==> config.mk <==
export PLATFORM = sky130hd
export DESIGN_NAME = rtp_receiver_statistics_unit
export DESIGN_NICKNAME = d
export VERILOG_FILES = /design/src/hw/rtl/rrs_pkg.sv /design/src/hw/rtl/rtp_receiver_statistics_unit.sv /design/src/hw/rtl/rrs_front.sv /design/src/hw/rtl/rrs_back.sv
export SDC_FILE = /design/constraint.sdc
export NUM_CORES = 2
export LEC_CHECK = 0
export ABC_CLOCK_PERIOD_IN_PS = 15200
export BUFFER_PORTS_ARGS = -buffer_cell sky130_fd_sc_hd__buf_2
export CORE_ASPECT_RATIO = 0.8
export CORE_UTILIZATION = 55
export DETAILED_ROUTE_END_ITERATION = 16
export PLACE_DENSITY_LB_ADDON = 0.2
export SLEW_MARGIN = 20
export SYNTH_ARGS = -nofsm -noshare
export SYNTH_HDL_FRONTEND = slang
export SYNTH_SLANG_ARGS = --single-unit
==> constraint.sdc <==
create_clock -name clk_i -period 15.2 [get_ports clk_i]
set_input_delay 2.28 -clock clk_i [delete_from_list [all_inputs] [get_ports clk_i]]
set_output_delay 2.28 -clock clk_i [all_outputs]
set_load 0.005 [all_outputs]
==> src/hw/rtl/rrs_pkg.sv <==
// ----------------------------------------------------------------------------
// rrs_pkg
// Types and constants shared by the RTP receiver statistics unit.
// ----------------------------------------------------------------------------
`default_nettype none

package rrs_pkg;

  localparam int unsigned SeqW     = 16;
  localparam int unsigned WordW    = 32;
  localparam int unsigned RateW    = 20;
  localparam int unsigned TimeW    = 48;
  localparam int unsigned JitW     = 36;
  localparam int unsigned ProdW    = RateW + TimeW;
  // rate product plus rounding term, padded to whole bytes
  localparam int unsigned DvdW     = 72;
  localparam int unsigned DigW     = 8;
  localparam int unsigned RecipW   = 29;
  localparam int unsigned RecipSh  = 48;
  localparam int unsigned CntW     = 7;
  localparam int unsigned AddrW    = 3;

  localparam logic [RateW-1:0]  UsPerSecond     = 20'd1000000;
  localparam logic [DvdW-1:0]   HalfUsPerSecond = 72'd500000;
  // ceil(2^48 / 1e6), exact quotient for dividends below 2^28
  localparam logic [RecipW-1:0] UsRecip         = 29'd281474977;
  localparam logic [SeqW-1:0]   FirstCycle      = 16'h0001;
  localparam logic [SeqW-1:0]   HalfSeqRange    = 16'h8000;
  localparam logic [7:0]        LossSaturated   = 8'd255;

  localparam logic [CntW-1:0]   MulLast  = 7'(RateW - 1);
  // a quotient step and a remainder step for each of the nine quotient bytes
  localparam logic [CntW-1:0]   DivLast  = 7'd17;
  localparam logic [CntW-1:0]   LossLast = 7'd7;

  localparam logic [AddrW-1:0]  RegDropRepair = 3'd0;

  typedef struct packed {
    logic             action;
    logic [15:0]      seq_number;
    logic [31:0]      rtp_timestamp;
    logic [19:0]      clock_rate;
    logic             marker;
    logic             is_repair;
    logic [47:0]      arrival_time_us;
  } in_t;

  typedef struct packed {
    logic             counted;
    logic [31:0]      extended_max_seq;
    logic [31:0]      packets_received;
    logic [31:0]      jitter;
    logic [7:0]       loss_fraction;
    logic             loss_valid;
  } out_t;

  typedef enum logic [1:0] {
    CMD_PKT,
    CMD_DROP,
    CMD_CLOSE
  } cmd_kind_e;

  typedef struct packed {
    cmd_kind_e        kind;
    logic             jit_en;
    logic [15:0]      seq;
    logic [31:0]      ts;
    logic [19:0]      rate;
    logic [47:0]      t_us;
  } cmd_t;

endpackage

`default_nettype wire

==> src/hw/rtl/rtp_receiver_statistics_unit.sv <==
// ----------------------------------------------------------------------------
// rtp_receiver_statistics_unit
// RTP receiver sequence, loss fraction and interarrival jitter tracking.
// ----------------------------------------------------------------------------
// paths: plain packets, dropped repair packets and trivial close intervals
//   go straight to the output state; a close interval that divides runs the
//   serial loss division, and a marker packet with a clock rate runs the
//   multiply, divide and jitter states
// throughput: one transaction at a time in the back end; the serial
//   multiply and byte-wise divide by 1e6 set the jitter case
// reset: asynchronous, all statistics cleared, next packet treated as first
// ----------------------------------------------------------------------------
`default_nettype none

module rtp_receiver_statistics_unit (
  input  wire logic                        clk_i,
  input  wire logic                        rst_ni,
  input  wire logic                        in_valid_i,
  output logic                             in_ready_o,
  input  wire rrs_pkg::in_t                in_i,
  output logic                             out_valid_o,
  input  wire logic                        out_ready_i,
  output rrs_pkg::out_t                    out_o,
  input  wire logic                        psel,
  input  wire logic                        penable,
  input  wire logic                        pwrite,
  input  wire logic [rrs_pkg::AddrW-1:0]   paddr,
  input  wire logic [31:0]                 pwdata,
  output logic [31:0]                      prdata,
  output logic                             pready
);

  logic          drop_repair_q;
  logic          cmd_valid, cmd_ready;
  rrs_pkg::cmd_t cmd;

  assign pready = 1'b1;
  assign prdata = (paddr == rrs_pkg::RegDropRepair) ? {31'd0, drop_repair_q} : '0;

  always_ff @(posedge clk_i or negedge rst_ni) begin
    if (!rst_ni) begin
      drop_repair_q <= 1'b0;
    end else if (psel && penable && pwrite && pready && (paddr == rrs_pkg::RegDropRepair)) begin
      drop_repair_q <= pwdata[0];
    end
  end

  rrs_front u_front (
    .clk_i         (clk_i),
    .rst_ni        (rst_ni),
    .drop_repair_i (drop_repair_q),
    .in_valid_i    (in_valid_i),
    .in_ready_o    (in_ready_o),
    .in_i          (in_i),
    .cmd_valid_o   (cmd_valid),
    .cmd_ready_i   (cmd_ready),
    .cmd_o         (cmd)
  );

  rrs_back u_back (
    .clk_i       (clk_i),
    .rst_ni      (rst_ni),
    .cmd_valid_i (cmd_valid),
    .cmd_ready_o (cmd_ready),
    .cmd_i       (cmd),
    .out_valid_o (out_valid_o),
    .out_ready_i (out_ready_i),
    .out_o       (out_o)
  );

endmodule

`default_nettype wire

==> src/hw/rtl/rrs_front.sv <==
// ----------------------------------------------------------------------------
// rrs_front
// Accepts input transactions, classifies them and queues commands (2 deep).
// ----------------------------------------------------------------------------
`default_nettype none

module rrs_front (
  input  wire logic          clk_i,
  input  wire logic          rst_ni,
  input  wire logic          drop_repair_i,
  input  wire logic          in_valid_i,
  output logic               in_ready_o,
  input  wire rrs_pkg::in_t  in_i,
  output logic               cmd_valid_o,
  input  wire logic          cmd_ready_i,
  output rrs_pkg::cmd_t      cmd_o
);

  rrs_pkg::cmd_t fifo_q [2];
  rrs_pkg::cmd_t cmd_new;
  logic          wr_ptr_q, rd_ptr_q;
  logic [1:0]    count_q;
  logic          push, pop;

  always_comb begin
    cmd_new.kind   = rrs_pkg::CMD_PKT;
    if (in_i.action) begin
      cmd_new.kind = rrs_pkg::CMD_CLOSE;
    end else if (drop_repair_i && in_i.is_repair) begin
      cmd_new.kind = rrs_pkg::CMD_DROP;
    end
    cmd_new.jit_en = in_i.marker && (in_i.clock_rate != '0);
    cmd_new.seq    = in_i.seq_number;
    cmd_new.ts     = in_i.rtp_timestamp;
    cmd_new.rate   = in_i.clock_rate;
    cmd_new.t_us   = in_i.arrival_time_us;
  end

  assign in_ready_o  = (count_q != 2'd2);
  assign cmd_valid_o = (count_q != 2'd0);
  assign cmd_o       = fifo_q[rd_ptr_q];
  assign push        = in_valid_i && in_ready_o;
  assign pop         = cmd_valid_o && cmd_ready_i;

  always_ff @(posedge clk_i) begin
    if (push) begin
      fifo_q[wr_ptr_q] <= cmd_new;
    end
  end

  always_ff @(posedge clk_i or negedge rst_ni) begin
    if (!rst_ni) begin
      wr_ptr_q <= 1'b0;
      rd_ptr_q <= 1'b0;
      count_q  <= 2'd0;
    end else begin
      if (push) wr_ptr_q <= ~wr_ptr_q;
      if (pop)  rd_ptr_q <= ~rd_ptr_q;
      count_q <= 2'(count_q + {1'b0, push} - {1'b0, pop});
    end
  end

endmodule

`default_nettype wire

==> src/hw/rtl/rrs_back.sv <==
// ----------------------------------------------------------------------------
// rrs_back
// Executes commands: sequence tracking, serial rate conversion, jitter and
// serial loss fraction; holds the result register.
// ----------------------------------------------------------------------------
`default_nettype none

module rrs_back (
  input  wire logic           clk_i,
  input  wire logic           rst_ni,
  input  wire logic           cmd_valid_i,
  output logic                cmd_ready_o,
  input  wire rrs_pkg::cmd_t  cmd_i,
  output logic                out_valid_o,
  input  wire logic           out_ready_i,
  output rrs_pkg::out_t       out_o
);

  typedef enum logic [2:0] {
    S_IDLE,
    S_MUL,
    S_DIV,
    S_JIT,
    S_LOSS,
    S_OUT
  } state_e;

  state_e                           state_q;
  logic                             awaiting_q;
  logic [31:0]                      max_q, start_q, icount_q, total_q, prev_q;
  logic [rrs_pkg::JitW-1:0]         jq_q;
  logic [rrs_pkg::DvdW-1:0]         acc_q;
  logic [rrs_pkg::ProdW-1:0]        mcand_q;
  logic [rrs_pkg::RateW-1:0]        mult_q, rem_q;
  logic [31:0]                      quo_q, ts_q, lrem_q, exp_q;
  logic [rrs_pkg::DigW-1:0]         qd_q;
  logic [rrs_pkg::CntW-1:0]         cnt_q;
  logic                             counted_q, lvalid_q;
  logic [7:0]                       loss_q;
  logic                             out_valid_q;
  rrs_pkg::out_t                    out_q;

  // packet sequence update
  logic [31:0] base_max, new_max;
  logic [15:0] old_seq, diff;
  logic        newer;
  // close interval
  logic [31:0] expected, lost;
  // division steps
  logic [rrs_pkg::RateW+rrs_pkg::DigW-1:0] dvd_x, q_back;
  logic [55:0]                             q_prod;
  logic [32:0]                             lrem2;
  // jitter
  logic [31:0] transit, prev_eff, dlt, adlt;
  logic [rrs_pkg::JitW:0] jq_rnd;
  logic        load_out;

  always_comb begin
    base_max = awaiting_q ? {rrs_pkg::FirstCycle, cmd_i.seq} : max_q;
    old_seq  = base_max[15:0];
    diff     = cmd_i.seq - old_seq;
    if (diff == rrs_pkg::HalfSeqRange) begin
      newer = cmd_i.seq > old_seq;
    end else begin
      newer = (diff != '0) && !diff[15];
    end
    new_max = base_max;
    if (newer) begin
      new_max = {16'(base_max[31:16] + {15'd0, cmd_i.seq < old_seq}), cmd_i.seq};
    end
    expected = max_q - start_q;
    lost     = expected - icount_q;
    dvd_x    = {rem_q, acc_q[rrs_pkg::DvdW-1 -: rrs_pkg::DigW]};
    q_prod   = 56'(dvd_x) * 56'(rrs_pkg::UsRecip);
    q_back   = 28'(qd_q) * 28'(rrs_pkg::UsPerSecond);
    lrem2    = {lrem_q, 1'b0};
    transit  = quo_q - ts_q;
    prev_eff = (prev_q == '0) ? transit : prev_q;
    dlt      = transit - prev_eff;
    adlt     = dlt[31] ? 32'(-dlt) : dlt;
    jq_rnd   = {1'b0, jq_q} + 37'd8;
    load_out = (state_q == S_OUT) && (!out_valid_q || out_ready_i);
  end

  assign cmd_ready_o = (state_q == S_IDLE);
  assign out_valid_o = out_valid_q;
  assign out_o       = out_q;

  always_ff @(posedge clk_i or negedge rst_ni) begin
    if (!rst_ni) begin
      state_q     <= S_IDLE;
      awaiting_q  <= 1'b1;
      max_q       <= '0;
      start_q     <= '0;
      icount_q    <= '0;
      total_q     <= '0;
      prev_q      <= '0;
      jq_q        <= '0;
      acc_q       <= '0;
      mcand_q     <= '0;
      mult_q      <= '0;
      rem_q       <= '0;
      quo_q       <= '0;
      ts_q        <= '0;
      lrem_q      <= '0;
      exp_q       <= '0;
      qd_q        <= '0;
      cnt_q       <= '0;
      counted_q   <= 1'b0;
      lvalid_q    <= 1'b0;
      loss_q      <= '0;
      out_valid_q <= 1'b0;
      out_q       <= '0;
    end else begin
      if (out_valid_q && out_ready_i && !load_out) begin
        out_valid_q <= 1'b0;
      end
      unique case (state_q)
        S_IDLE: begin
          if (cmd_valid_i) begin
            cnt_q <= '0;
            unique case (cmd_i.kind)
              rrs_pkg::CMD_CLOSE: begin
                counted_q <= 1'b0;
                lvalid_q  <= 1'b1;
                icount_q  <= '0;
                start_q   <= max_q;
                lrem_q    <= lost;
                exp_q     <= expected;
                if ((expected != '0) && !lost[31] && (lost < expected)) begin
                  loss_q  <= '0;
                  state_q <= S_LOSS;
                end else if ((expected != '0) && !lost[31]) begin
                  loss_q  <= rrs_pkg::LossSaturated;
                  state_q <= S_OUT;
                end else begin
                  loss_q  <= '0;
                  state_q <= S_OUT;
                end
              end
              rrs_pkg::CMD_PKT: begin
                counted_q  <= newer;
                lvalid_q   <= 1'b0;
                loss_q     <= '0;
                awaiting_q <= 1'b0;
                if (awaiting_q) begin
                  start_q <= base_max;
                end
                max_q <= new_max;
                if (newer) begin
                  icount_q <= icount_q + 32'd1;
                  total_q  <= total_q + 32'd1;
                end
                if (cmd_i.jit_en) begin
                  acc_q   <= rrs_pkg::HalfUsPerSecond;
                  mcand_q <= rrs_pkg::ProdW'(cmd_i.t_us);
                  mult_q  <= cmd_i.rate;
                  ts_q    <= cmd_i.ts;
                  state_q <= S_MUL;
                end else begin
                  state_q <= S_OUT;
                end
              end
              default: begin
                counted_q <= 1'b0;
                lvalid_q  <= 1'b0;
                loss_q    <= '0;
                state_q   <= S_OUT;
              end
            endcase
          end
        end
        S_MUL: begin
          if (mult_q[0]) begin
            acc_q <= acc_q + rrs_pkg::DvdW'(mcand_q);
          end
          mcand_q <= {mcand_q[rrs_pkg::ProdW-2:0], 1'b0};
          mult_q  <= {1'b0, mult_q[rrs_pkg::RateW-1:1]};
          if (cnt_q == rrs_pkg::MulLast) begin
            cnt_q   <= '0;
            rem_q   <= '0;
            state_q <= S_DIV;
          end else begin
            cnt_q <= cnt_q + 7'd1;
          end
        end
        S_DIV: begin
          // byte-wise long division by 1e6: quotient byte, then remainder
          if (!cnt_q[0]) begin
            qd_q <= q_prod[rrs_pkg::RecipSh +: rrs_pkg::DigW];
          end else begin
            rem_q <= rrs_pkg::RateW'(dvd_x - q_back);
            quo_q <= {quo_q[23:0], qd_q};
            acc_q <= {acc_q[rrs_pkg::DvdW-rrs_pkg::DigW-1:0], 8'd0};
          end
          cnt_q <= cnt_q + 7'd1;
          if (cnt_q == rrs_pkg::DivLast) begin
            state_q <= S_JIT;
          end
        end
        S_JIT: begin
          prev_q  <= transit;
          jq_q    <= rrs_pkg::JitW'(jq_q + rrs_pkg::JitW'(adlt) - jq_rnd[rrs_pkg::JitW:4]);
          state_q <= S_OUT;
        end
        S_LOSS: begin
          if (lrem2 >= {1'b0, exp_q}) begin
            lrem_q <= 32'(lrem2 - {1'b0, exp_q});
            loss_q <= {loss_q[6:0], 1'b1};
          end else begin
            lrem_q <= lrem2[31:0];
            loss_q <= {loss_q[6:0], 1'b0};
          end
          cnt_q <= cnt_q + 7'd1;
          if (cnt_q == rrs_pkg::LossLast) begin
            state_q <= S_OUT;
          end
        end
        S_OUT: begin
          if (load_out) begin
            out_q.counted          <= counted_q;
            out_q.extended_max_seq <= max_q;
            out_q.packets_received <= total_q;
            out_q.jitter           <= jq_q[rrs_pkg::JitW-1:4];
            out_q.loss_fraction    <= loss_q;
            out_q.loss_valid       <= lvalid_q;
            out_valid_q            <= 1'b1;
            state_q                <= S_IDLE;
          end
        end
        default: begin
          state_q <= S_IDLE;
        end
      endcase
    end
  end

endmodule

`default_nettype wire
==> results.yml <==
status:
  status: "finished, final reports clean"
drt:
  wire_per_inst_um: 18.83
  dr.first_iter.drc_count: 3359
  firstDrtPassIters: 6
  drc: 0
  ant_nets: 0
  viasPerCell: 5.761
  vias: 48430
  wl_um: 158200
synth:
  yosysTopAreaCellShare_pct: 24.74
  synth_area_leaders: "dfrtp_1 (25%), ha_1 (12%), edfxtp_1 (11%)"
  synth.largest_area_cell: "dfrtp_1"
  syn_inst: 6640
  synth.most_common_cell: "inv_1"
  yosysSeqAreaShare_pct: 35.76
  synth_common_cells: "inv_1 (768), nand2_1 (648), dfrtp_1 (644)"
  synth-async-reset-ratio_pct: 73.05
  syn_area_per_cell_um2: 9.809
  netlist_area_um2: 65130
  synth_ff_type: "dfrtp_1"
  ys_warn_count: 0
  synth_edf_count: 238
  synth.distinct_cells: 106
  synth_seq_cells: 883
final_layout:
  antenna_cells: 0
  final_nets: 7888
  syn_to_final_growth_pct: 8.989
  post-route-util_pct: 60.67
  regArea_um2: 23290
  n_fill_cell: 9865
  multi_input_area_um2: 38030
  drive_gt1_share_pct: 10.41
clock_tree:
  ctsLongestPathBuffers: 3
  cts_resized: 0
  cts.sinks: 883
  hold_buffers: 0
  cts_tree: "built"
  cts.htree.levels: 3
  clkTransAtPathRegs_ns: 0.06
  cts_root_buf: "clkbuf_16"
  worstSkewPairLatency_ns: 0.74
  postCtsSetupBuffers: 0
  cts_buffers: 94
worst_hold_path:
  worstHoldPathType: "reg2reg"
die:
  dieArea_um2: 119800
  initial_core_util_pct: 55.66
  die-width_um: 386.7
  die_h_um: 309.8
  rows: 112
  core-area_um2: 117000
  io_pins: 302
grt:
  antenna_found_initial: 11
  grt_pass1_wl_um: 257400
  overflow: 0
  grt_max_degree: 102
  grt_pass1_vias: 47010
  track_usage_pct: 26.71
placement:
  dp.final_hpwl_um: 119200
  routabilityCongestion: 0.9521
  io_buffers: 238
timing:
  hold_viol_final: 0
  period_share_pct: 71.25
  clock.fmax_ghz: 0.09233
  timing.slew.headroom_pct: 28.21
  finalSetupTns_ns: 0
  worst_pin_slew_ns: 1.077
  min_period_ns: 10.83
  drv_slew: 0
  finalSetupViolCount: 0
  rsz0062_at_grt: "false"
  skew_ns: 0.06039
critical_path:
  slowest_stage: "xor2_2"
  worstSetupPathType: "reg2reg"
  crit_top_cell: "a21oi_1"
  cp_max_fo: 24
  cp.required_ns: 15.78
  worst_setup_path_start_kind: "register"
  cp-end-kind: "register"
  crit_arrival_ns: 11.41
  max_stage_delay_ns: 0.84
  critPathBufInv: 1
  cp_top_family: "compound AO/OA/AOI/OAI gates"
job:
  maxCapViolCount: 0
==> metal layers <==
layer  GRT usage, %  routed length, um  share of wire (%)  vias up
li1               -                  -                  -    23340
met1          39.78              76250                 48    23630
met2          39.88              67800                 43     1263
met3          5.593              11100                7.0      189
met4          5.902               3028                1.9       10
met5              0                 68              0.043        -
==> cell type report <==
class,instances,share of cell area (%)
timing repair buffer,285,2.242
tap,1539,2.713
clock buffer,122,3.633
clock inverter,55,0.9536
sequential,883,32.81
inverter,769,4.066
multi-input combinational,4753,53.58
==> kinds of logic after synthesis <==
logic type	count (synthesis)	share of synthesized area [%]
buf+inv	1034	6.197
flops	883	35.76
mux	306	5.010
compound gates	1464	14.72
simple gates	1631	11.57
other cells	2	0.01153
xor+xnor	379	5.118
fa+ha+maj	941	21.62
==> flip-flops by register name, indices dropped and copies added (netlist names), 36 cells and up <==
signal          cells
u_back.acc_q       72
u_back.jq_q        36
u_back.mcand_q     68
u_back.out_o      106
u_front.fifo_q    238
==> worst register-to-register path: cells and delay by family, from the launching register on <==
kind                       cells  cell delay, ns
AOI/OAI and AO/OA             22            5.15
DFF                            1            0.42
adders and majority gates      5            1.89
xor gates and xnor gates       4            1.58
buffers and inverters          1            0.04
and+or+nand+nor                6            1.63
==> cells in the final DEF, fill, tap and decap left out, types with 35 or more instances in the layout <==
cell       count
and3_1        49
dfrtp_1      643
o211ai_1      39
nand3_1      117
nor3_1        89
mux2_2       155
mux2i_1      149
xor2_1       127
nand2_1      646
ha_1         634
inv_1        768
fa_1         307
buf_4         44
o31ai_1       35
clkbuf_16     95
nor2_1       368
buf_2        237
nand2b_1      43
a31oi_1       39
nand4_1       71
o21bai_1      38
o21a_1        42
o221a_2       44
nor2b_1       61
a21oi_1      397
nor4_1        48
a221oi_1      52
a21o_1       172
edfxtp_1     238
xnor2_1      250
o21ai_0      370
==> through the flow <==
stage | hold slack, ns | instance area, um^2 | setup slack (ns) | std cells
global route | 0.4930 | 70990 | 3.488 | 8406
global placement | 0.4604 | 67670 | 4.712 | 8226
CTS | 0.4814 | 70940 | 4.451 | 8404
finish | 0.4768 | 70990 | 4.370 | 8406
floorplan | 0.4362 | 65240 | 6.540 | 6670
detailed placement | 0.4660 | 67690 | 4.541 | 8227
==> worst paths after layout <==
check | start | end | slack (ns) | cells after the start
worst max-delay path | u_back.ts_q[0] | u_back.jq_q[34] | 4.37 | 38
worst min-delay path | u_back.quo_q[26] | u_back.quo_q[26] | 0.48 | 2
worst max register to register | u_back.ts_q[0] | u_back.jq_q[34] | 4.37 | 38
worst min register to register | u_back.quo_q[26] | u_back.quo_q[26] | 0.48 | 2
max in group asynchronous | rst_ni | u_back.max_q[10] | 10.62 | 4
min in group asynchronous | rst_ni | u_back.out_o[71] | 1.55 | 1
Power is left out: the tool's default activity adds up to more than one toggle a clock period on the data nets, which glitch-free logic cannot reach.
